--- src/rtl/core/vlsu_ram.sv ---
// Generic single-write, single-read RAM with registered read data.
// No dependencies.
`default_nettype none

module vlsu_ram #(
  parameter int unsigned WIDTH = 64,
  parameter int unsigned DEPTH = 32
) (
  input  wire logic                     clk,
  input  wire logic                     wr_en,
  input  wire logic [$clog2(DEPTH)-1:0] wr_addr,
  input  wire logic [WIDTH-1:0]         wr_data,
  input  wire logic                     rd_en,
  input  wire logic [$clog2(DEPTH)-1:0] rd_addr,
  output logic      [WIDTH-1:0]         rd_data
);

  logic [WIDTH-1:0] mem [DEPTH];

  always_ff @(posedge clk) begin
    if (wr_en) begin
      mem[wr_addr] <= wr_data;
    end
    // holds its data when not enabled
    if (rd_en) begin
      rd_data <= mem[rd_addr];
    end
  end

endmodule

`default_nettype wire

--- config.mk ---
export PLATFORM = sky130hd
export DESIGN_NAME = vlsu_ram
export DESIGN_NICKNAME = d
export VERILOG_FILES = /design/src/rtl/core/vlsu_ram.sv
export SDC_FILE = /design/constraint.sdc
export NUM_CORES = 2
export LEC_CHECK = 0
export BUFFER_PORTS_ARGS = -buffer_cell sky130_fd_sc_hd__buf_2
export CAP_MARGIN = 5
export CORE_ASPECT_RATIO = 1.25
export CORE_MARGIN = 5
export CORE_UTILIZATION = 55
export DETAILED_ROUTE_END_ITERATION = 6
export GPL_ROUTABILITY_DRIVEN = 0
export PLACE_DENSITY = 0.77
export SKIP_LAST_GASP = 1
export SLEW_MARGIN = 20
export SYNTH_ARGS = -nofsm -noshare
export SYNTH_HDL_FRONTEND = slang
export SYNTH_SLANG_ARGS = --single-unit
--- constraint.sdc ---
create_clock -name clk -period 3.9 [get_ports clk]
set_input_delay 0.195 -clock clk [delete_from_list [all_inputs] [get_ports clk]]
set_output_delay 0.195 -clock clk [all_outputs]
set_load 0.01 [all_outputs]
After elaboration in Yosys (flattened, before gate mapping):

Memories as Yosys holds them, arrays and structs flattened. A register that Yosys moved wholly into a read port is not among the register bits.
Cells that the tools add are included.

* bits in registers: 0
* bits in writable memories: 2048
* output and inout bits: 64
* logic and storage cells: 3
* memories kept: 1

* muxes and demuxes: 2

Memories
* mem: depth 32, bits a word 64, rd ports 1, clocked after memory_dff 1, write ports 1, line 18 `logic [WIDTH-1:0] mem [DEPTH];`

Operators by type and width (count)
* $mux 1: 2

Logic depth before layout (Yosys ltp):

* depth in word-level cells: 2
* gate-level depth with buffers: 9

Least setup slack after synthesis:

No wires, ideal clock.

* path type: in2reg
* start: input wr_addr[1]
* end: memory mem[12][0] (enable)
* library setup time: 0.486 ns
* arrival: 3.531 ns
* path slack: -0.117 ns
* stages: 3
* path through: or3b_2 -> clkbuf_1 -> nor2_1

RTL lines
* start: declaration: line 11 `input wire logic [$clog2(DEPTH)-1:0] wr_addr,`
* end: declaration: line 18

Straight into the memory's write port.

==> results.toml <==
[worst_hold_path]
min_path_type = "input pin to register"

[power_and_ir_drop]
p_sw_mw = 9.47
power_leakage_nw = 28.1
p_clk_share_pct = 39.2
p_int_mw = 36.1
peakVddDrop_uv = 452
p_per_area_nw_per_um2 = 504
switching_share_pct = 20.8
p_seq_share_pct = 55.8
combPwrFrac_pct = 5.0

[floorplan]
dieArea_um2 = 152000
start_util_pct = 55.2
coreArea_um2 = 144000
fp-row-count = 156
die_w_um = 350
num_io_pins = 141
dieHeight_um = 435

[yosys]
yosys_warnings = 0
ys_top_cells_by_area = "edfxtp_1, mux4_2, mux2_2"
syn_area_um2 = 79600
synth_nets = 3174
seq_area_frac_synth_pct = 79.7
yosysTopAreaCell = "edfxtp_1"
synth_area_per_cell_um2 = 25.7
synth_cells = 3097
synth_top_area_share_pct = 79.7
ys_seq_elements = 2112
ys_types = 30

[setup_path]
max_stage_delay_ns = 0.66
cp_common_cell = "mux4_2"
worstSetupEndpointType = "register"
cp.required_ns = 4.44
regToRegSetupSlack_ns = 1.91
worstPathArrival_ns = 2.57
path_class = "input pin to register"
path_cells = "buf_8, buf_4, mux4_2, mux4_2, mux2_2"
critPathMaxFanout = 53
critPathLaunchType = "input pin"
worst_path_max_delay_cell = "buf_4"

[timing]
finalCritPeriodShare_pct = 52.0
fmax_ghz = 0.493
worst_pin_slew_ns = 1.07
final-setup-viol-count = 0
slew_viol_final = 0
clock_skew_ns = 0.0268
relSlewSlack_pct = 28.8
rsz0062_at_grt = "no"
fin_crit_ns = 2.03
finalHoldViolCount = 0
fin_setup_tns_ns = 0
setup_ws_ns = 1.87

[global_routing]
grt-ovfl-total = 0
grt_usage_pct = 26.4
grt_pass1_wl_mm = 284
antenna_found_initial = 14
grt_max_degree = 78
grt_pass1_vias = 38800

[routing]
drt-vias-per-instance = 6.78
drc = 0
routedWlPerCell_um = 36.1
dr.pass1.iters = 5
routed_wl_mm = 199
initialDrtViolationCount = 6143
vias = 37300
antenna_left = 0

[clock_network]
post_cts_buffers = 0
clockBufferDepth = 3
cts.clk_slew.worst_paths_ns = 0.07
cts_root_buffer = "clkbuf_16"
htree_levels = 4
cts_buffers = 184
cts.sinks = 2112
cts_resized = 0
cts_tree = "done"
clock_latency_ns = 0.81

[finish]
multi_input_comb_area_um2 = 15700
final_cell_mix = "edfxtp_1, mux4_2, clkbuf_16, buf_2, mux2_2"
final_common_cell = "edfxtp_1"
instances_no_fill = 5504
fillerInstances = 8829
fin_nets = 3523
regArea_um2 = 63400
drive_gt1_share_pct = 33.8
final_core_util_pct = 62.7
syn_to_final_growth_pct = 13.6

[place]
placed_cells = 5092
post-place-ws_ns = 1.11
io_buffers = 140
dp_hpwl_mm = 86.4

[run_status]
status = "finished clean"

[run]
maxCapViolations = 0
## power groups by stage
stage	registers, mW	clock network [mW]	logic, mW
global placement	25.9	0	2.12
detailed placement	25.9	0	2.17
floorplan	25.9	0	1.27
finish	25.5	17.9	2.27
CTS	25.5	18.0	2.28
global route	25.5	19.1	2.40
## stage by stage
stage | area (um^2) | power (mW) | hold slack (ns)
2_1_floorplan | 79600 | 27.2 | 0.294
3_3_place_gp | 83900 | 28.0 | 0.616
3_5_place_dp | 83900 | 28.1 | 0.608
4_1_cts | 90400 | 45.8 | 0.0194
5_1_grt | 90400 | 47.0 | 0.0678
6_report | 90400 | 45.6 | 0.101
## routing by layer
metal	up-vias	share of wire (%)	routed length [um]	track usage, %
li1	14200	-	-	-
met1	19800	34	68300	36.4
met3	455	12	23300	5.64
met5	-	0.021	42	0
met4	8	3.5	6940	8.13
met2	2782	50	100000	43.4
## worst max-delay path: cells and delay by family
kind	cells	cell delay (ns)
buffers and inverters	2	1.05
multiplexers	3	1.23
## state kept, by name, summed over array words and instances (netlist names)
signal	count
mem	2048
rd_data	64
## cell usage after synthesis
cell,count
nand3_1,2
nor2b_1,4
buf_1,19
o2bb2ai_1,3
buf_6,3
nand3b_1,5
nand2b_1,2
clkbuf_1,55
edfxtp_1,2112
and2_0,1
o21ai_0,9
or3b_2,2
mux2_2,74
nor2_1,41
inv_2,1
and2_1,3
a221oi_1,12
or3_1,1
mux4_2,602
a22oi_1,3
a211oi_1,3
o211ai_1,3
o22ai_1,10
mux2i_1,38
o31a_1,3
buf_4,14
o221ai_1,3
nand2_1,3
a22o_1,1
buf_2,65
## logic make-up after synthesis
logic type      Yosys count  share of synthesized area [%]
compound gates           50                          0.462
buf+inv                 157                          0.937
flops                  2112                           79.7
mux                     714                           18.6
simple gates             64                          0.376
## worst paths after layout
check	from	endpoint	depth (start not counted)
worst max register to register	mem[6][45]$_DFFE_PP_	rd_data[45]$_DFFE_PP_	3
worst min-delay path	wr_addr[2]	mem[17][39]$_DFFE_PP_	3
worst min register to register	mem[5][0]$_DFFE_PP_	rd_data[0]$_DFFE_PP_	3
worst max-delay path	rd_addr[1]	rd_data[38]$_DFFE_PP_	5
## layout make-up
class | count | share of cell area [%]
Sequential cell | 2112 | 70.2
Clock inverter | 116 | 1.15
Tap cell | 1896 | 2.62
Multi-Input combinational cell | 828 | 17.3
Clock buffer | 226 | 5.34
Inverter | 1 | 0.00415
Timing Repair Buffer | 319 | 3.36
Antenna cell | 6 | 0.0166
## timing repair
action | CTS | global route
hold buffers | 64 | 0
endpoints found under the hold margin | 2048 | 0
setup endpoints to repair | 0 | 0
Note: power is estimated with default switching activity, not from simulation.
