<file path="config.mk">
export PLATFORM = sky130hd
export DESIGN_NAME = vlsu_extract
export DESIGN_NICKNAME = d
export VERILOG_FILES = /design/src/rtl/core/vlsu_pkg.sv /design/src/rtl/core/vlsu_extract.sv
export SDC_FILE = /design/constraint.sdc
export NUM_CORES = 1
export LEC_CHECK = 0
export BUFFER_PORTS_ARGS = -buffer_cell sky130_fd_sc_hd__clkbuf_2
export CORE_AREA = 2 2 230 232
export DETAILED_ROUTE_END_ITERATION = 16
export DIE_AREA = 0 0 232 234
export PLACE_DENSITY_LB_ADDON = 0.12
export SLEW_MARGIN = 0
export SYNTH_ARGS = -nofsm -noshare
export SYNTH_HDL_FRONTEND = slang
export SYNTH_SLANG_ARGS = --single-unit
</file>
<file path="constraint.sdc">
create_clock -name vclk -period 7.15
set_input_delay 0.3575 -clock vclk [all_inputs]
set_output_delay 0.3575 -clock vclk [all_outputs]
set_load 0.02 [all_outputs]
</file>
<file path="src/rtl/core/vlsu_pkg.sv">
// Shared types and constants for the vector load/store unit.
// No dependencies; used by vlsu_agen, vlsu_extract and vector_load_store_unit.
`default_nettype none

package vlsu_pkg;

  localparam int unsigned NUM_VREGS  = 32;
  localparam int unsigned VREG_IDX_W = 5;
  localparam int unsigned WORD_W     = 64;
  localparam int unsigned ROW_W      = 4 * WORD_W;

  typedef enum logic [3:0] {
    KIND_VLD      = 4'd0,
    KIND_VST      = 4'd1,
    KIND_VLDREP_B = 4'd2,
    KIND_VLDREP_H = 4'd3,
    KIND_VLDREP_W = 4'd4,
    KIND_VLDREP_D = 4'd5,
    KIND_VSTELM_B = 4'd6,
    KIND_VSTELM_H = 4'd7,
    KIND_VSTELM_W = 4'd8,
    KIND_VSTELM_D = 4'd9,
    KIND_VLDX     = 4'd10,
    KIND_VSTX     = 4'd11
  } kind_t;

  typedef enum logic [1:0] {
    SM_NONE,
    SM_FULL,
    SM_ELEM
  } store_mode_t;

  // log2 of element size in bytes
  localparam logic [1:0] LG_B = 2'd0;
  localparam logic [1:0] LG_H = 2'd1;
  localparam logic [1:0] LG_W = 2'd2;
  localparam logic [1:0] LG_D = 2'd3;

  localparam logic [5:0] BYTES_FULL = 6'd32;

  typedef struct packed {
    logic [63:0] addr;
    logic        is_store;
    logic [5:0]  access_bytes;
    store_mode_t mode;
    logic [1:0]  lg;
    logic [1:0]  word_sel;
    logic [5:0]  lane_shift;
  } lsu_ctl_t;

endpackage

`default_nettype wire

</file>
<file path="src/rtl/core/vlsu_extract.sv">
// Store data path: picks the full row or one element from the register file
// read data. Uses vlsu_pkg.
`default_nettype none

module vlsu_extract (
  input  wire logic [vlsu_pkg::ROW_W-1:0] row,
  input  wire logic                       row_valid,
  input  wire vlsu_pkg::lsu_ctl_t         ctl,
  output logic [63:0]                     store_word0,
  output logic [63:0]                     store_word1,
  output logic [63:0]                     store_word2,
  output logic [63:0]                     store_word3
);

  logic [vlsu_pkg::ROW_W-1:0] data;
  logic [63:0]                word;
  logic [63:0]                val;

  // a row never written reads as zero
  assign data = row_valid ? row : '0;

  always_comb begin
    word = data[ctl.word_sel*64 +: 64];
    val  = word >> ctl.lane_shift;
    case (ctl.lg)
      vlsu_pkg::LG_B: val = {56'd0, val[7:0]};
      vlsu_pkg::LG_H: val = {48'd0, val[15:0]};
      vlsu_pkg::LG_W: val = {32'd0, val[31:0]};
      default:        val = val;
    endcase

    store_word0 = '0;
    store_word1 = '0;
    store_word2 = '0;
    store_word3 = '0;
    case (ctl.mode)
      vlsu_pkg::SM_FULL: begin
        store_word0 = data[63:0];
        store_word1 = data[127:64];
        store_word2 = data[191:128];
        store_word3 = data[255:192];
      end
      vlsu_pkg::SM_ELEM: store_word0 = val;
      default: ;
    endcase
  end

endmodule

`default_nettype wire

</file>
# After elaboration in Yosys (flattened, before gate mapping)

Cells that the tools add are included.

Bits in registers: 0
Input port bits: 340
Output and inout port bits: 256
Logic and storage cells: 13

Equality and inequality tests: 4
Shift-type cells: 2
Mux-type cells: 6
Reductions and logical operators: 1

Operators with widths:

| cell                                                             | number |
|---|---|
| 256-bit 2-to-1 mux                                               | 1 |
| 256-bit by 9-bit indexed part select with 64-bit output          | 1 |
| 64-bit 2-to-1 mux                                                | 3 |
| 64-bit one-hot mux with 3 select lines                           | 1 |
| 64-bit one-hot mux with 2 select lines                           | 1 |
| 64-bit by 6-bit right shift with 64-bit output                   | 1 |
| 2-bit by 1-bit == test with 1-bit output (second input constant) | 2 |
| 2-bit == test (second input constant)                            | 2 |
| 2-bit logical NOT                                                | 1 |

# Longest topological paths before layout

Gate-level depths: netlist of run 1.

Depth after elaboration: 5
Gate-level depth with buffers: 13
Mapped depth without buffers: 9

# Worst setup path after synthesis of run 1

OpenSTA, ideal clock, no wires.

Path kind: in2out
Start point: in ctl[6] (netlist name)
End point: out store_word0[19]
Data arrival time: 2.972 ns
Required time: 6.793 ns
Slack: 3.820 ns
Stages: 10
Path buffers: 3
Path through: buf_4 inv_4 buf_2 buf_4 mux4_2 a222oi_1 nand2_1 o22ai_1 a22oi_1 a221oi_1

Cells in the longest elaborated chain, start to end: 4

RTL lines:

| element                                                 | RTL line           | source |
|---|---|---|
| start: declaration                                      | vlsu_extract.sv:8  | `input wire vlsu_pkg::lsu_ctl_t ctl,` |
| 256-bit by 9-bit indexed part select with 64-bit output | vlsu_extract.sv:23 | `word = data[ctl.word_sel*64 +: 64];` |
| 64-bit by 6-bit right shift with 64-bit output          | vlsu_extract.sv:24 | `val = word >> ctl.lane_shift;` |
| 64-bit one-hot mux with 3 select lines                  | vlsu_extract.sv:25 | `case (ctl.lg)` |
| 64-bit one-hot mux with 2 select lines                  | vlsu_extract.sv:36 | `case (ctl.mode)` |
| end: declaration                                        | vlsu_extract.sv:9  | `output logic [63:0] store_word0,` |

No other way between the ends.

# Worst setup path after layout of run 1

Start point: in ctl[7] (netlist name)
End point: out store_word0[10]

The elaborated chain is that of the path after synthesis.

==> out/metrics.cfg, run 1 <==
[status]
outcome = finished, final reports clean

[critical_path]
critical_path_buf_inv_count = 3
cp.required_ns = 6.79
worst-setup-path-type = input port to output port
critPathMaxFanout = 86
startpoint_type = input port
crit_chain = clkbuf_8 > buf_4 > mux2_1 > mux4_2 > and2_0 > a211o_1 > o21ai_1 > o22ai_1 > a222oi_1 > nand3_1 > clkbuf_2
cp.depth = 11
slowest_stage = clkbuf_8
crit_start = ctl[7]
max_stage_delay_ns = 0.60
arrival_ns = 4.43
cpLargestDelayFamily = buffers and inverters
critPathCapture = store_word0[10]
critPathCaptureType = output port

[floorplanning]
num_io_pins = 596
fp.dieArea_mm2 = 0.05429
core_area_mm2 = 0.05202
initial_core_util = 0.1732
rows = 84
die_h_um = 234
fp.dieW_um = 232

[sta]
rsz0062_at_grt = false
worst_pin_slew_ns = 1.225
slew-limit-headroom = 0.1782
hold_violations = 0
holdWs_ns = 1.083
setup_tns_ns = 0
min_period_ns = 4.790
fin_crit_sh = 0.6699
setup_viol = 0
fmax_ghz = 0.2088
drv_slew = 0

[clock_network]
cts_hold_buf = 0
post_cts_resized = 0
cts_setup_buffers = 0

[route]
antenna_left = 0
drt-total-wl_um = 70060
via_count = 12850
drt_iter0_markers = 1155
drt_first_pass_iters = 7
wire_per_inst_um = 30.03
route.detailed.drc = 0
via_per_inst = 5.508

[synthesis]
synthesis.nets = 1575
yosysWarnings = 0
syn_area_mm2 = 0.009011
synthDistinctLibCells = 69
avgSynthCellArea_um2 = 7.308
yosysSeqAreaShare = 0
netlist_instances = 1233

[worst_hold_path]
min_path_type = input port to output port

[grt]
grt_max_degree = 144
grt-ovfl-total = 0
grt_usage = 0.2438
grt_pass1_vias = 12420
grt_pass1_wl_um = 95880
antenna_found_initial = 5

[final_layout]
nFlopsAndLatches = 0
fill_cells = 5961
stdcell_area_mm2 = 0.01209
clock_buffers = 0
drive_above_1_share = 0.4088
syn2layout_area_growth_pct = 34.21
seq_area_um2 = 0
num-nets-final = 1988
utilization = 0.2325

[place]
hpwl_um = 58030
io_buffer_count = 525
placed_area_mm2 = 0.01209
gp_congestion = 0.9110

[run]
cap_violations = 0

## layer usage
layer,vias to the layer above,track usage,share of wire
li1,5704,-,-
met1,6471,0.3170,0.43
met2,620,0.4375,0.50
met3,54,0.02432,0.054
met4,2,0.04587,0.021
met5,-,0,0.00016
## worst min-delay path by stage
| stage | from | end | cells after the start |
|---|---|---|---|
| after floorplan | row[26] | store_word0[26] | 2 |
| after global placement | row[35] | store_word0[35] | 4 |
| after detailed placement | row[35] | store_word0[35] | 4 |
| after CTS | row[35] | store_word0[35] | 4 |
| after global routing | row[35] | store_word0[35] | 4 |
| final | row[43] | store_word0[43] | 4 |
## cells in the mapped netlist (all sizes together) (3+ instances only)
cell type,number,share of area
nand2,119,0.050
o31ai,6,0.0050
a211oi,16,0.015
mux2,57,0.071
nand2b,9,0.0062
o211ai,7,0.0058
or3,10,0.0069
a211o,8,0.0078
a22oi,50,0.042
a222oi,6,0.0067
a31oi,17,0.012
a32oi,10,0.0097
inv,16,0.0069
a32o,4,0.0044
o2111ai,4,0.0039
a2bb2oi,4,0.0039
clkbuf,101,0.042
o21a,3,0.0025
a221o,9,0.010
clkinv,3,0.0012
o221ai,11,0.011
o22a,5,0.0049
mux4,65,0.16
a21boi,3,0.0025
a22o,9,0.0087
o21ai,44,0.024
and3,199,0.14
mux2i,121,0.13
a21oi,35,0.019
a21o,4,0.0033
and2,11,0.0076
nor2,91,0.038
nand4,3,0.0021
a221oi,14,0.014
nor4,7,0.0049
nor2b,9,0.0062
o2bb2ai,5,0.0049
nand3,14,0.0078
buf,41,0.031
o22ai,41,0.028
or2,4,0.0028
nor3,18,0.010
## cell families after synthesis
logic type | after synthesis | share of synthesized area
muxes | 243 | 0.3681
buffers and inverters | 161 | 0.08081
adders and majority gates | 2 | 0.002777
AOI/OAI and AO/OA | 330 | 0.2653
and+or+nand+nor | 497 | 0.2830
## per-stage QoR
| stage | instances | setup WS [ns] |
|---|---|---|
| floorplan | 1233 | 3.820 |
| global placement | 2332 | 2.419 |
| detailed placement | 2332 | 2.429 |
| CTS | 2332 | 2.427 |
| global route | 2332 | 2.199 |
| finish | 2333 | 2.360 |
## worst min-delay path, delay by kind of cell
kind                   cells  cell delay, ns
buffers and inverters      2            0.26
and+or+nand+nor            1            0.05
AOI/OAI and AO/OA          1            0.05
## cell type report
cell class	count	area [µm²]	share of cell area
multi-input cells	1072	8304	0.6866
diodes	1	2.502	0.0002069
repair buffers	553	2853	0.2359
well taps	688	860.8	0.07118
inverters	19	73.82	0.006104
## layout by cell type (no fill, tap or decap), drive strengths merged, types with 4 or more instances in the layout
master,synthesis,final
a211o,8,8
a211oi,16,16
a21o,4,4
a21oi,35,35
a221o,9,9
a221oi,14,14
a222oi,6,6
a22o,9,9
a22oi,50,50
a2bb2oi,4,4
a31oi,17,17
a32o,4,4
a32oi,10,10
and2,11,11
and3,199,199
buf,41,29
clkbuf,101,524
inv,16,16
mux2,57,57
mux2i,121,121
mux4,65,65
nand2,119,119
nand2b,9,9
nand3,14,14
nor2,91,91
nor2b,9,9
nor3,18,18
nor4,7,7
o2111ai,4,4
o211ai,7,7
o21ai,44,44
o221ai,11,11
o22a,5,5
o22ai,41,41
o2bb2ai,5,5
o31ai,6,6
or2,4,4
or3,10,10
==> run 2: changes to the inputs <==
CORE_AREA = 2 2 234 236   (was 2 2 230 232)
DIE_AREA = 0 0 236 238   (was 0 0 232 234)
clock period = 4.35 ns   (was 7.15 ns; I/O delays follow)
==> run 2 against run 1 <==
  * Routed wire length grew 3.3%
  * Final cell count is 2.0% higher
  * Utilization hardly changed
  * Non-clock buffer count grew 39
  * Critical path type unchanged
  * Critical path depth down 1
  * Sequential cell count unchanged
  * Final area up 2.8%
  * Via count grew 0.96%
==> out/metrics.cfg, run 2 (synthesis gave the netlist of run 1 again) <==
[critical_path]
cp.depth = 10
critPathMaxFanout = 19
critPathCaptureType = output port
crit_chain = clkbuf_2 > nor2b_1 > nand2_1 > and3_1 > mux2_2 > mux2i_1 > o22ai_1 > a222oi_1 > nand3_1 > clkbuf_2
arrival_ns = 3.69
startpoint_type = input port
slowest_stage = nor2b_1
cp.required_ns = 4.13
critical_path_buf_inv_count = 2
cpLargestDelayFamily = simple AND/OR/NAND/NOR gates
worst-setup-path-type = input port to output port
max_stage_delay_ns = 0.81
crit_top_cell = clkbuf_2

[final_layout]
utilization = 0.2324
clock_buffers = 0
stdcell_area_mm2 = 0.01243
seq_area_um2 = 0
nFlopsAndLatches = 0
num-nets-final = 2027
drive_above_1_share = 0.4225
layout_commonest_cell = clkbuf_2
syn2layout_area_growth_pct = 37.96
mostFrequentLayoutCells = 523 x clkbuf_2, 199 x and3_1, 121 x mux2i_1

[status]
outcome = finished, final reports clean

[grt]
grt_max_degree = 160
antenna_found_initial = 4
grt_pass1_vias = 12680
grt_pass1_wl_um = 100300
grt_usage = 0.2453
grt-ovfl-total = 0

[power_and_ir_drop]
p_per_area_mw_per_mm2 = 129.5
p_leak_nw = 6.335
internal_power_w = 0.0005724
p_comb_frac = 1.000
power.total_w = 0.001609
p_seq_frac = 0
p_clk_frac = 0
p_sw_w = 0.001037
ir_drop_v = 0.00004095
switching_share = 0.6443

[floorplanning]
core_area_mm2 = 0.05350
fp.dieArea_mm2 = 0.05617
rows = 85
num_io_pins = 596
initial_core_util = 0.1684
fp.dieW_um = 236
die_h_um = 238

[route]
drt_iter0_markers = 1068
route.detailed.drc = 0
via_count = 12980
drt-total-wl_um = 72350
drt_first_pass_iters = 6
wire_per_inst_um = 30.40
via_per_inst = 5.452
antenna_left = 0

[place]
hpwl_um = 61270
gp_congestion = 0.9278
io_buffer_count = 525
pre_cts_slack_ns = 0.5475
placed_area_mm2 = 0.01243

[sta]
fin_crit_sh = 0.8973
setup_tns_ns = 0
rsz0062_at_grt = false
setup_viol = 0
hold_violations = 0
worst_pin_slew_ns = 1.446
fmax_ghz = 0.2562
drv_slew = 0
slew-limit-headroom = 0.02845
fin_ws_ns = 0.4467
min_period_ns = 3.903

[run]
cap_violations = 0

[worst_hold_path]
whs_path_depth = 4
min_path_type = input port to output port

[clock_network]
cts_setup_buffers = 0
post_cts_resized = 0
cts_hold_buf = 0

-- run 2: cell count changes in the layout (fill, tap and decap cells not counted) --
cell      before  now
buf_4         28   64
clkbuf_8       1    0
buf_12         0    3
buf_6          1    2
-- run 2: layer usage --
layer | global-route usage | vias up | part of all wire
met4 | 0.05211 | 0 | 0.025
met1 | 0.3167 | 6513 | 0.43
met3 | 0.02510 | 60 | 0.051
met5 | 0 | - | 0
met2 | 0.4397 | 611 | 0.50
li1 | - | 5791 | -
-- run 2: layout make-up --
type	instances	area, µm²
inverters	19	73.82
fillers	6102	41060
diodes	1	2.502
well taps	696	870.8
repair buffers	592	3181
multi-input cells	1072	8304
-- run 2: tightest hold or removal path: cells and delay by family --
kind | cells | cell delay [ns]
buf+inv | 2 | 0.25
compound gates | 1 | 0.06
simple gates | 1 | 0.05
-- run 2: stage by stage --
step | hold slack [ns] | cells
final | 0.7955 | 2380
after detailed placement | 0.7921 | 2379
after global placement | 0.8084 | 2378
after floorplan | 0.5952 | 1233
after global routing | 0.8280 | 2380
after CTS | 0.7983 | 2379
-- run 2: worst paths after layout --
path,start,to
max,ctl[6],store_word0[10]
min,row[35],store_word0[35]
-- run 2: power by group through the flow --
stage | clock network [W] | logic (W) | registers (W)
after detailed placement | 0 | 0.00159 | 0
after global placement | 0 | 0.00159 | 0
final | 0.0000000000308 | 0.00161 | 0
after CTS | 0 | 0.00160 | 0
after floorplan | 0 | 0.000883 | 0
after global routing | 0.0000000000307 | 0.00170 | 0
Note: power is estimated with default switching activity, not from simulation.
==> run 3: changes to the inputs <==
PLACE_DENSITY_LB_ADDON = 0.3   (was 0.12)
==> run 3 against run 2 <==
  * Fmax is 3.5% lower
  * First-iteration DRC count down 9.0%
  * Combinational power barely moved
  * Global-route usage decreased by 0.85 points
  * Sequential cell count is the same
  * Sequential share of layout area stayed put
  * Non-clock buffer count decreased by 7
  * Critical endpoint is now store_word0[46]
==> out/metrics.cfg, run 3 (synthesis gave the netlist of run 1 again) <==
[status]
outcome = finished, final reports clean

[final_layout]
utilization = 0.2318
mostFrequentLayoutCells = 523 x clkbuf_2, 199 x and3_1, 121 x mux2i_1
nFlopsAndLatches = 0
multiInputGateArea_mm2 = 0.008298
layout_commonest_cell = clkbuf_2
clock_buffers = 0
seq_area_um2 = 0
num-nets-final = 2020
syn2layout_area_growth_pct = 37.59
stdcell_area_mm2 = 0.01240
fill_cells = 6094
drive_above_1_share = 0.4195

[power_and_ir_drop]
ir_drop_v = 0.00009383
p_leak_nw = 6.308
power.total_w = 0.001601
p_per_area_mw_per_mm2 = 129.1

[grt]
grt_pass1_vias = 12610
grt.busiest_layer = met2
met3_usage = 0.01886
met2_usage = 0.4164
grt_pass1_wl_um = 96900
grt_usage = 0.2368
grt-ovfl-total = 0
gr-usage-met1 = 0.3098
grt_max_degree = 120
antenna_found_initial = 8

[worst_hold_path]
min_path_type = input port to output port

[place]
hpwl_um = 59510
placed_area_mm2 = 0.01239
io_buffer_count = 525
gp_congestion = 0.9432

[clock_network]
post_cts_resized = 0
cts_setup_buffers = 0
cts_hold_buf = 0

[floorplanning]
rows = 85
fp.dieW_um = 236
initial_core_util = 0.1684
core_area_mm2 = 0.05350
fp.dieArea_mm2 = 0.05617
num_io_pins = 596
die_h_um = 238

[route]
route.detailed.drc = 0
drt-total-wl_um = 70170
drt_iter0_markers = 972
wire_per_inst_um = 29.52
antenna_left = 0
drt_first_pass_iters = 8
via_per_inst = 5.414
via_count = 12870

[critical_path]
critPathCaptureType = output port
worst-setup-path-type = input port to output port
startpoint_type = input port
cp.required_ns = 4.13
slowest_stage = mux2i_1
crit_chain = clkbuf_8 > buf_4 > mux4_2 > mux2i_1 > o22ai_1 > nand2_1 > o21ai_1 > mux2i_1 > o21ai_0 > buf_4 > a22o_1 > clkbuf_2
cpLargestDelayFamily = multiplexers
arrival_ns = 3.83
max_stage_delay_ns = 0.62
critical_path_buf_inv_count = 4
critPathMaxFanout = 59

[sta]
min_period_ns = 4.044
fmax_ghz = 0.2473
setup_viol = 0
hold_violations = 0
setup_tns_ns = 0
slew-limit-headroom = 0.1491
holdWs_ns = 0.7943
drv_slew = 0
rsz0062_at_grt = false
worst_pin_slew_ns = 1.274
fin_crit_sh = 0.9298

[run]
cap_violations = 0

## run 3: cell type report
cell class | count | share of cell area
Multi-Input combinational cell | 1072 | 0.6693
Inverter | 19 | 0.005954
Antenna cell | 5 | 0.001009
Timing Repair Buffer | 585 | 0.2535
Tap cell | 696 | 0.07024
## run 3: power by group
part,leakage [nW],switching [W],internal [W]
combinational,6.31,0.00103,0.000572
sequential,0,0,0
clock,0.0000317,0,0.000000000138
## run 3: per-stage QoR
stage | setup WS, ns | std cells
finish | 0.3055 | 2377
global route | 0.04654 | 2376
CTS | 0.3020 | 2372
detailed placement | 0.3013 | 2372
global placement | 0.3018 | 2372
floorplan | 1.300 | 1233
## run 3: path summary, 6_finish.rpt
check / start / to / slack, ns / depth (start not counted)
setup / recovery: ctl[7] / store_word0[46] / 0.31 / 12
hold / removal: row[35] / store_word0[35] / 0.79 / 4
## run 3: per-layer routing
layer | part of all wire | wire length [µm]
met2 | 0.49 | 34340
met3 | 0.054 | 3777
met4 | 0.033 | 2339
met1 | 0.42 | 29700
met5 | 0.00017 | 12
