### config.mk
export PLATFORM = sky130hd
export DESIGN_NAME = vlsu_agen
export DESIGN_NICKNAME = d
export VERILOG_FILES = /design/src/rtl/core/vlsu_pkg.sv /design/src/rtl/core/vlsu_agen.sv
export SDC_FILE = /design/constraint.sdc
export NUM_CORES = 1
export LEC_CHECK = 0
export BUFFER_PORTS_ARGS = -buffer_cell sky130_fd_sc_hd__buf_2
export CORE_AREA = 4 4 292 294
export DETAILED_ROUTE_END_ITERATION = 6
export DIE_AREA = 0 0 296 298
export GPL_ROUTABILITY_DRIVEN = 0
export MAX_ROUTING_LAYER = met4
export SLEW_MARGIN = 20
export SYNTH_ARGS = -nofsm -noshare
export SYNTH_HDL_FRONTEND = slang
export SYNTH_SLANG_ARGS = --single-unit
export TNS_END_PERCENT = 5
### constraint.sdc
create_clock -name vclk -period 14.2
set_input_delay 2.13 -clock vclk [all_inputs]
set_output_delay 2.13 -clock vclk [all_outputs]
set_load 0.02 [all_outputs]
### src/rtl/core/vlsu_pkg.sv
// Shared types and constants for the vector load/store unit.
// No dependencies; used by vlsu_agen, vlsu_extract and vector_load_store_unit.
`default_nettype none

package vlsu_pkg;

  localparam int unsigned NUM_VREGS  = 32;
  localparam int unsigned VREG_IDX_W = 5;
  localparam int unsigned WORD_W     = 64;
  localparam int unsigned ROW_W      = 4 * WORD_W;

  typedef enum logic [3:0] {
    KIND_VLD      = 4'd0,
    KIND_VST      = 4'd1,
    KIND_VLDREP_B = 4'd2,
    KIND_VLDREP_H = 4'd3,
    KIND_VLDREP_W = 4'd4,
    KIND_VLDREP_D = 4'd5,
    KIND_VSTELM_B = 4'd6,
    KIND_VSTELM_H = 4'd7,
    KIND_VSTELM_W = 4'd8,
    KIND_VSTELM_D = 4'd9,
    KIND_VLDX     = 4'd10,
    KIND_VSTX     = 4'd11
  } kind_t;

  typedef enum logic [1:0] {
    SM_NONE,
    SM_FULL,
    SM_ELEM
  } store_mode_t;

  // log2 of element size in bytes
  localparam logic [1:0] LG_B = 2'd0;
  localparam logic [1:0] LG_H = 2'd1;
  localparam logic [1:0] LG_W = 2'd2;
  localparam logic [1:0] LG_D = 2'd3;

  localparam logic [5:0] BYTES_FULL = 6'd32;

  typedef struct packed {
    logic [63:0] addr;
    logic        is_store;
    logic [5:0]  access_bytes;
    store_mode_t mode;
    logic [1:0]  lg;
    logic [1:0]  word_sel;
    logic [5:0]  lane_shift;
  } lsu_ctl_t;

endpackage

`default_nettype wire

### src/rtl/core/vlsu_agen.sv
// Decode and address generation: kind and instruction fields to address,
// size, store control and register file write data. Uses vlsu_pkg.
`default_nettype none

module vlsu_agen (
  input  wire logic [3:0]               kind,
  input  wire logic [31:0]              instr_word,
  input  wire logic [63:0]              base_value,
  input  wire logic [63:0]              index_value,
  input  wire logic [63:0]              load_word0,
  input  wire logic [63:0]              load_word1,
  input  wire logic [63:0]              load_word2,
  input  wire logic [63:0]              load_word3,
  output vlsu_pkg::lsu_ctl_t            ctl,
  output logic                          wr_en,
  output logic [vlsu_pkg::ROW_W-1:0]    wr_data
);

  logic [11:0] f;
  logic [4:0]  idx;
  logic [63:0] off12;
  logic [63:0] off_rep;
  logic [63:0] off_elm;
  logic [63:0] rep_word;
  logic [1:0]  lg;

  assign f   = instr_word[21:10];
  assign idx = instr_word[22:18];
  assign lg  = kind[1:0] + 2'd2;  // kind 2..5 -> 0..3, kind 6..9 -> 0..3

  assign off12 = {{52{f[11]}}, f[11:0]};

  always_comb begin
    case (lg)
      vlsu_pkg::LG_B: off_rep = off12;
      vlsu_pkg::LG_H: off_rep = {{52{f[10]}}, f[10:0], 1'b0};
      vlsu_pkg::LG_W: off_rep = {{52{f[9]}}, f[9:0], 2'b0};
      default:        off_rep = {{52{f[8]}}, f[8:0], 3'b0};
    endcase
    off_elm = {{56{f[7]}}, f[7:0]} << lg;
    case (lg)
      vlsu_pkg::LG_B: rep_word = {8{load_word0[7:0]}};
      vlsu_pkg::LG_H: rep_word = {4{load_word0[15:0]}};
      vlsu_pkg::LG_W: rep_word = {2{load_word0[31:0]}};
      default:        rep_word = load_word0;
    endcase
  end

  always_comb begin
    ctl          = '0;
    ctl.mode     = vlsu_pkg::SM_NONE;
    ctl.lg       = lg;
    wr_en        = 1'b0;
    wr_data      = {load_word3, load_word2, load_word1, load_word0};
    unique case (kind) inside
      vlsu_pkg::KIND_VLD: begin
        ctl.addr         = base_value + off12;
        ctl.access_bytes = vlsu_pkg::BYTES_FULL;
        wr_en            = 1'b1;
      end
      vlsu_pkg::KIND_VLDX: begin
        ctl.addr         = base_value + index_value;
        ctl.access_bytes = vlsu_pkg::BYTES_FULL;
        wr_en            = 1'b1;
      end
      vlsu_pkg::KIND_VST: begin
        ctl.addr         = base_value + off12;
        ctl.access_bytes = vlsu_pkg::BYTES_FULL;
        ctl.is_store     = 1'b1;
        ctl.mode         = vlsu_pkg::SM_FULL;
      end
      vlsu_pkg::KIND_VSTX: begin
        ctl.addr         = base_value + index_value;
        ctl.access_bytes = vlsu_pkg::BYTES_FULL;
        ctl.is_store     = 1'b1;
        ctl.mode         = vlsu_pkg::SM_FULL;
      end
      vlsu_pkg::KIND_VLDREP_B, vlsu_pkg::KIND_VLDREP_H,
      vlsu_pkg::KIND_VLDREP_W, vlsu_pkg::KIND_VLDREP_D: begin
        ctl.addr         = base_value + off_rep;
        ctl.access_bytes = 6'd1 << lg;
        wr_en            = 1'b1;
        wr_data          = {4{rep_word}};
      end
      vlsu_pkg::KIND_VSTELM_B, vlsu_pkg::KIND_VSTELM_H,
      vlsu_pkg::KIND_VSTELM_W, vlsu_pkg::KIND_VSTELM_D: begin
        ctl.addr         = base_value + off_elm;
        ctl.access_bytes = 6'd1 << lg;
        ctl.is_store     = 1'b1;
        ctl.mode         = vlsu_pkg::SM_ELEM;
        // word = idx / lanes-per-word, shift = lane * element bits
        case (lg)
          vlsu_pkg::LG_B: begin
            ctl.word_sel   = idx[4:3];
            ctl.lane_shift = {idx[2:0], 3'b0};
          end
          vlsu_pkg::LG_H: begin
            ctl.word_sel   = idx[3:2];
            ctl.lane_shift = {idx[1:0], 4'b0};
          end
          vlsu_pkg::LG_W: begin
            ctl.word_sel   = idx[2:1];
            ctl.lane_shift = {idx[0], 5'b0};
          end
          default: begin
            ctl.word_sel   = idx[1:0];
            ctl.lane_shift = 6'd0;
          end
        endcase
      end
      default: begin
        // unused kinds: no access, no write, all-zero result
      end
    endcase
  end

endmodule

`default_nettype wire

* Yosys cells after proc, flatten, opt, wreduce, memory -nomap -nowiden *
Cells that the tools add are included.

word-level totals
  output and inout port bits = 340
  word-level logic and storage cells = 41
  register bits after elaboration = 0
  bits of input ports = 420

cells by class
  equal/unequal tests = 13
  reduce and logical (&&, ||, !) cells = 11
  $add $sub $neg = 5
  shift operators = 2
  multiplexer cells = 10

operators by type and width
  operator                                         number
  case mux 64 bit (3 select lines)                 2
  adder 64 bit                                     4
  two-way mux 256 bit                              1
  case mux 64 bit (4 select lines)                 1
  left shift 64 x 2 -> 64 bit                      1
  case mux 8 bit (3 select lines)                  1
  == test 4 x 3 -> 1 bit, second input constant    4
  == test 4 bit, second input constant             4
  case mux 6 bit (2 select lines)                  1
  OR reduction 4 bit                               3
  OR reduction 6 bit                               2
  == test 4 x 2 -> 1 bit, second input constant    2
  two-way mux 8 bit                                1
  OR reduction 8 bit                               1
  OR reduction 2 bit                               3
  left shift 1 x 2 -> 6 bit, first input constant  1
  == test 4 x 1 -> 1 bit, second input constant    1
  logical NOT 4 bit                                1
  case mux 2 bit (2 select lines)                  1
  adder 2 bit, second input constant               1
  == test 2 x 1 -> 1 bit, second input constant    1
  == test 2 bit, second input constant             1
  logical NOT 2 bit                                1
  two-way mux 1 bit                                2

* Longest topological paths before layout *
Gate-level depths: netlist (run 1).

  depth in word-level cells = 5
  depth in mapped cells = 20
  mapped depth without buffers = 19

* Least setup slack after synthesis (run 1) *
Ideal clock, no wire load.

  path type = input port to output port
  start point = input kind[3]
  end point = output ctl[68] in the netlist's numbering
  buffers on the path = 2
  required time = 12.070 ns
  stages on the path = 19
  arrival time = 6.283 ns
  setup slack = 5.787 ns
  path through = clkbuf_1 -> nor2b_1 -> and2_1 -> a21oi_1 -> inv_2 -> nor4_4 -> clkbuf_1 -> a21oi_1 -> ha_1 -> a21oi_1 -> o21a_1 -> o2111ai_1 -> o311ai_0 -> and3_1 -> o31a_1 -> nand2_1 -> and2_1 -> o211ai_1 -> nor3b_1

RTL lines
  item             RTL line         source
  start, declared  vlsu_agen.sv:6   input wire logic [3:0] kind,
  end, declared    vlsu_agen.sv:14  output vlsu_pkg::lsu_ctl_t ctl,

==> summary by stage, run 1 <==
Status
The run finished with clean final reports.

Timing
The share of the clock period used by the worst path after layout is between 70 and 80%. Final hold analysis gives a worst-case slack of 4.57 ns. The final number of setup-violating endpoints is 0. The routed design could run at a clock period as short as 10.52 ns. The worst relative slew slack is 35.0%. The final hold violation count came to 0. Setup repair after global routing left no endpoint under its margin. The max-slew violation total from the final report is 0. The final total negative setup slack is 0 ns. Static timing analysis puts the maximum clock frequency at 0.0951 GHz. The slew of the pin with the lowest slew margin is ~0.97 ns.

Power
The power spent charging and discharging nets is 698 uW. The clock network is responsible for 0% of the overall power. The share of total power in sequential cells is 0%.

The worst ir drop on vdd is 0.0401 mV. The internal power summed over all cells is 332 uW. Of the total power, combinational logic draws 100.0%. Summing internal, switching and leakage power gives 1030 uW. In this run switching power makes up 67.7% of total power. For this design the ratio of total power to cell area is between 70 and 80 nW/um^2. The leakage power summed over all cells is about 0.0073 uW.

Layout
The post-layout instance count excluding filler cells is 3236. The design has 0 sequential cells. The area growth from synthesis to final layout is 55.1%. The area occupied by registers is 0 um^2. The core utilization of the finished layout is 16.4%.

The share of cells above drive strength 1 is 38.8%. At the end of the flow, the number of nets in the layout was 2596. The count of clock-net buffers in the final layout is 0.

Global routing
The via count of the first global-routing pass is 13500. The final global-route overflow total is 0. The global-route total usage across every layer is 20.8%. Entering global routing, the biggest net connects 98 pins. The wire length of the first global-routing pass is between 100 and 150 mm. The number of antenna violations at the first check in global routing was 75.

Die
The I/O pin count is 760. The die outline area is 88200 um^2. The die is 298 um tall. The core region area is 82900 um^2.

The initial standard-cell utilization of the core is 10.5%. The floorplan row count is approximately 110. The x dimension of the die is 296 um.

Yosys
The count of synthesis-stage warnings from yosys is 0. The synthesized netlist occupies a cell area of 8740 um^2. The cell taking the most area after synthesis is sky130_fd_sc_hd__a21o_1. The count of different cell masters after synthesis is 66.

The share of synthesized area occupied by flip-flops and latches is 0%. Sorting the synthesized cells by area gives the leading types as sky130_fd_sc_hd__a21o_1 (13%), sky130_fd_sc_hd__ha_1 (11%), sky130_fd_sc_hd__nor2_1 (11%). Yosys instantiated no cell more often than sky130_fd_sc_hd__nor2_1. Ranked by instance count, the synthesized netlist is headed by sky130_fd_sc_hd__nor2_1 (247), sky130_fd_sc_hd__nand2_1 (233), sky130_fd_sc_hd__a21oi_1 (172).

Synthesis handed over a netlist of 1464 instances. The average cell area after synthesis is between 5 and 6 um^2. Summed over its instances, the top area cell type makes up 13.2% of the synthesized netlist area.

Worst hold path
The worst hold path passes through 3 cells. The worst hold path begins at load_word2[60]. In this run the worst hold path is classified as input pin to output port. The end point of the worst hold path is wr_data[188].

Detailed routing
The number of vias per cell is roughly 4.3. The number of nets with antenna violations after detailed routing is 0. The total number of vias is 14100. Dividing the detail-routed wire length by the instance count gives 29.6 um. The first TritonRoute pass finished after 5 iterations. For this run, design rule violations remaining after detail routing come to 0. For this block, the routed nets add up to ~96 mm of wire.

After the first detailed-routing iteration, the DRC count stood at 948.

Worst setup path
Data on the critical path arrives at its endpoint at about 8.4 ns. The classification of the worst setup path is input pin to output port. The critical-path maximum fanout is between 40 and 50. For the worst setup path, the data required time is around 12 ns. The worst setup path is launched from an input pin. The element type at the critical path end is an output port.

Place
The count of buffers added on input and output ports is 737. The post-placement cell count is about 3200. The placed wire-length estimate is ~86 mm.

Flow run
The number of max-cap violations is 0.

Clock tree
The post-CTS setup buffer count is 0. Gates resized during post-CTS repair numbered 0. The number of hold buffers added after cts is 0.
[per-layer routing]
| layer | routed length (um) | up-vias | share of wire [%] | GRT usage, % |
|---|---|---|---|---|
| li1 | - | 6507 | - | - |
| met1 | 34400 | 6594 | 36 | 21.7 |
| met2 | 43300 | 803 | 45 | 33.7 |
| met3 | 11700 | 170 | 12 | 8.73 |
| met4 | 6290 | 0 | 6.6 | 10.7 |
| met5 | 0 | - | 0 | - |
[worst max-delay path by stage]
stage / start / to / slack (ns) / cells past startpoint
after global routing: kind[1] / ctl[79] / 3.07 / 22
after floorplan: kind[3] / ctl[68] / 5.79 / 19
final: kind[1] / ctl[79] / 3.68 / 22
after global placement: kind[1] / ctl[79] / 3.67 / 22
after detailed placement: kind[1] / ctl[79] / 3.67 / 22
after CTS: kind[1] / ctl[79] / 3.63 / 22
[power by group through the flow]
stage / logic [uW] / clock network, uW / registers, uW
after floorplan: 593 / 0 / 0
after global placement: 1030 / 0 / 0
after detailed placement: 1030 / 0 / 0
after CTS: 1030 / 0 / 0
after global routing: 1100 / 0.000530 / 0
final: 1030 / 0.000572 / 0
[cells by family (layout without fill, tap and decap cells)]
family / after synthesis / after routing / share of synthesized area [%]
and+or+nand+nor: 605 / 605 / 29.8
AOI/OAI and AO/OA: 499 / 499 / 37.0
buffers and inverters: 151 / 780 / 7.30
adders and majority gates: 78 / 78 / 11.3
muxes: 73 / 73 / 8.86
xor gates and xnor gates: 57 / 57 / 5.71
other: 1 / 64 / 0.0429
[stage by stage]
stage	setup slack [ns]	cell area (um^2)
after floorplan	5.79	8750
after global placement	3.67	13400
after detailed placement	3.67	13400
after CTS	3.63	13400
after global routing	3.07	13500
final	3.68	13600
[final cells by class]
type	instances	area, um^2
timing repair buffer	754	3820
antenna	60	150
multi-input combinational	1316	8140
tap	1080	1350
inverter	26	97.6
fill	9733	69300
[worst max-delay path, cell delays in order]
cell and delay [ns]:
sky130_fd_sc_hd__buf_2 0.07, sky130_fd_sc_hd__buf_4 0.43, sky130_fd_sc_hd__clkinv_1 0.16, sky130_fd_sc_hd__and2_1 0.18
sky130_fd_sc_hd__a21oi_1 0.62, sky130_fd_sc_hd__inv_2 0.20, sky130_fd_sc_hd__nor3_2 0.63, sky130_fd_sc_hd__o21ai_0 0.20
sky130_fd_sc_hd__a22oi_1 0.16, sky130_fd_sc_hd__o21ai_0 0.10, sky130_fd_sc_hd__ha_1 0.35, sky130_fd_sc_hd__nand3_1 0.11
sky130_fd_sc_hd__a21oi_1 0.66, sky130_fd_sc_hd__o21ai_0 0.31, sky130_fd_sc_hd__a2111oi_2 0.60, sky130_fd_sc_hd__o21ai_1 0.26
sky130_fd_sc_hd__a21oi_2 0.27, sky130_fd_sc_hd__a211oi_2 0.15, sky130_fd_sc_hd__o31ai_2 0.26, sky130_fd_sc_hd__xnor2_1 0.20
sky130_fd_sc_hd__nor2_1 0.08, sky130_fd_sc_hd__buf_2 0.20
[layout by cell type (no fill, tap or decap), types with 5 or more instances in the layout]
| cell type | count |
|---|---|
| sky130_fd_sc_hd__o21ai_0 | 53 |
| sky130_fd_sc_hd__diode_2 | 60 |
| sky130_fd_sc_hd__a211oi_1 | 10 |
| sky130_fd_sc_hd__mux2_2 | 35 |
| sky130_fd_sc_hd__nor3_1 | 14 |
| sky130_fd_sc_hd__nand4_1 | 24 |
| sky130_fd_sc_hd__mux2i_1 | 38 |
| sky130_fd_sc_hd__ha_1 | 77 |
| sky130_fd_sc_hd__a21oi_1 | 171 |
| sky130_fd_sc_hd__buf_2 | 736 |
| sky130_fd_sc_hd__xor2_1 | 20 |
| sky130_fd_sc_hd__buf_4 | 18 |
| sky130_fd_sc_hd__and3_1 | 24 |
| sky130_fd_sc_hd__o31ai_1 | 5 |
| sky130_fd_sc_hd__o21bai_1 | 14 |
| sky130_fd_sc_hd__nor2_1 | 247 |
| sky130_fd_sc_hd__o21a_1 | 34 |
| sky130_fd_sc_hd__nand3_1 | 14 |
| sky130_fd_sc_hd__and2_1 | 8 |
| sky130_fd_sc_hd__nor2b_1 | 10 |
| sky130_fd_sc_hd__a21o_1 | 152 |
| sky130_fd_sc_hd__inv_1 | 24 |
| sky130_fd_sc_hd__nand2b_1 | 9 |
| sky130_fd_sc_hd__a221o_1 | 7 |
| sky130_fd_sc_hd__nand2_1 | 233 |
| sky130_fd_sc_hd__o21ai_1 | 8 |
| sky130_fd_sc_hd__xnor2_1 | 37 |
Power figures use the tool's default switching activity.
==> run 2, diff against run 1 <==
Settings changed: CORE_AREA 4 4 292 294 to 4 4 291 293, DIE_AREA 0 0 296 298 to 0 0 295 297.
Clock period 14.2 ns to 8.91 ns, I/O delays scaled along.
==> run 2 against run 1 <==
Worst setup slack worse by 3.0 ns. Core utilization up 0.24 points. Critical path depth down 1. Cell area up 0.17%. Via count down 0.33%. Combinational power up 60%. Routed wire length down 1.9%. Power up 60%. Hold slack worse by 1.6 ns. Global-route usage down 0.17 points. Cell count down 0.40%. Largest power group unchanged. Highest routed layer unchanged.
==> summary by stage, run 2 (synthesis gave the netlist of run 1 again) <==
Status
The run finished with clean final reports.

Layout
The post-layout instance count excluding filler cells is ~3200. The number of flip-flops and latches is 0. The final layout contains between 2000 and 3000 nets. Fill cells in the final layout number 9580. The share of cells above drive strength 1 is 38.9%. The most common cell after layout, fill and taps aside is sky130_fd_sc_hd__buf_2. The area occupied by registers is 0 um^2.

The multi-input gate area in the final layout is roughly 8000 um^2. The layout has 0 clock buffers. In the layout the commonest cells are sky130_fd_sc_hd__buf_2 (735), sky130_fd_sc_hd__nor2_1 (247), sky130_fd_sc_hd__nand2_1 (233). The area growth from synthesis to final layout is 55.3%.

Die
In this run the horizontal extent of the chip is 295 um. Once the floorplan was initialized, standard cells occupied 10.7% of the core. The die covers 87600 um^2. The floorplan row count is approximately 110. The total area inside the core boundary comes to 81800 um^2.

During I/O placement, the number of pins put on the boundary was 760. The die is 297 um tall.

Timing
The maximum clock rate is 0.121 GHz. The minimum period implied by the final worst setup slack is 8.26 ns. For the pin with the worst max-slew slack, the measured transition is between 1 and 1.5 ns. Setup repair after global routing left no endpoint under its margin. Setup violations remaining at the end of the flow were counted as 0.

The share of the clock period used by the worst path after layout is between 90% and 100%. In the final timing run, aggregate negative setup slack is 0 ns. In this run the tightest slew margin relative to its limit is 25.3%.

The max-slew violation total from the final report is 0. The final hold violation count is 0.

Worst setup path
The worst setup path is launched from an input pin. STA puts the critical path data arrival time at 6.92 ns. The most critical setup path has its startpoint at kind[3]. The required time of the critical path is about 7.6 ns.

The element type at the critical path end is an output port. Of all nets on the critical path, the largest fanout is 18. The classification of the worst setup path is input pin to output port.

Worst hold path
The worst hold path begins at load_word2[6]. The classification of the worst-slack hold path is input pin to output port.

Detailed routing
The pre-antenna-repair detailed-routing pass consisted of 7 iterations. After detailed routing, the average wire length per cell comes to 29.1 um. The number of nets with antenna violations after detailed routing is 0. The DRC violations left is 0. Using the TritonRoute via totals, the vias-per-cell ratio works out to 4.35.

For this block, the routed nets add up to 93.9 mm of wire. The number of DRC markers after the initial detailed-route iteration is between 900 and 1000. The total number of vias is 14000.

Power
The leakage power summed over all cells is 0.00728 uW. Dividing total power by cell area gives a power density of 122 nW/um^2. The worst-case IR drop observed on VDD is between 0.05 and 0.06 mV.

Place
The post-placement cell count is approximately 3200. The wire-length estimate of the detail-placed layout is 84.3 mm. During placement, the flow inserted port buffers numbering approximately 740.

Clock tree
After clock tree synthesis, the setup repair step added 0 buffers.

Global routing
The final global-route overflow total is 0. Entering global routing, the biggest net connects 166 pins. Global routing consumed, over all layers together, 20.7% of the routing resources. The first global-routing pass estimated between 100 and 150 mm of wire. The via count of the first global-routing pass came to 13300. The number of antenna violations at the first check in global routing is between 60 and 70.

Flow run
Max-cap violations in this run came to 0.
[run 2: cell count changes in the layout (fill, tap and decap cells not counted)]
cell / before / now
sky130_fd_sc_hd__a21oi_1: 171 / 170
sky130_fd_sc_hd__a21oi_2: 1 / 2
sky130_fd_sc_hd__buf_12: 0 / 2
sky130_fd_sc_hd__buf_2: 736 / 735
sky130_fd_sc_hd__diode_2: 60 / 56
sky130_fd_sc_hd__nor3_2: 3 / 2
sky130_fd_sc_hd__nor3_4: 0 / 1
sky130_fd_sc_hd__o21ai_0: 53 / 54
sky130_fd_sc_hd__o21ai_1: 8 / 7
[run 2: repair_timing]
action,in CTS,in global routing
hold buffers,0,0
endpoints found under the hold margin,0,0
resized for setup,0,2
setup endpoints to repair,0,8
[run 2: worst max-delay path, cell delays in order]
cell and delay (ns):
sky130_fd_sc_hd__buf_2 0.36, sky130_fd_sc_hd__nor2b_1 0.45, sky130_fd_sc_hd__and2_1 0.24, sky130_fd_sc_hd__a21oi_2 0.10, sky130_fd_sc_hd__inv_2 0.19, sky130_fd_sc_hd__nor3_4 0.10, sky130_fd_sc_hd__o21ai_0 0.18, sky130_fd_sc_hd__a22oi_1 0.08
sky130_fd_sc_hd__o21ai_0 0.89, sky130_fd_sc_hd__ha_1 0.35, sky130_fd_sc_hd__a21oi_1 0.10, sky130_fd_sc_hd__a21oi_1 0.31, sky130_fd_sc_hd__o21ai_0 0.21, sky130_fd_sc_hd__a2111oi_2 0.60, sky130_fd_sc_hd__o21ai_1 0.25, sky130_fd_sc_hd__a21oi_2 0.31
sky130_fd_sc_hd__a211oi_2 0.17, sky130_fd_sc_hd__o31ai_2 0.24, sky130_fd_sc_hd__xnor2_1 0.09, sky130_fd_sc_hd__nor2_1 0.15, sky130_fd_sc_hd__buf_2 0.20
[run 2: final timing paths]
check	slack [ns]	cells past startpoint	to
setup / recovery	0.65	21	ctl[79]
hold / removal	2.99	4	wr_data[134]
[run 2: area by class of cell]
cell class,instances,area share [%]
Multi-Input combinational cell,1316,60.0
Tap cell,1070,9.86
Antenna cell,56,1.03
Inverter,26,0.719
Timing Repair Buffer,755,28.4
[run 2: metrics by stage]
step	setup WS, ns	total power [uW]	hold WS (ns)	cell area (um^2)	utilization (%)
after global routing	0.116	1760	3.00	13600	16.6
after detailed placement	0.413	1640	2.98	13400	16.4
after floorplan	2.08	945	2.79	8750	-
after CTS	0.374	1650	2.99	13400	16.4
final	0.652	1650	2.99	13600	16.6
after global placement	0.446	1640	2.98	13400	16.4
[run 2: routing by layer]
layer | up-vias | GRT usage [%] | part of all wire [%] | routed length [um]
met5 | - | - | 0 | 0
met4 | 0 | 9.75 | 6.2 | 5790
met3 | 151 | 7.39 | 11 | 10200
met2 | 849 | 33.9 | 46 | 43200
met1 | 6551 | 22.3 | 37 | 34800
li1 | 6477 | - | - | -
[run 2: where the power goes]
part	switching (uW)	internal [uW]
clock	0	0.000508
combinational	1120	534
sequential	0	0
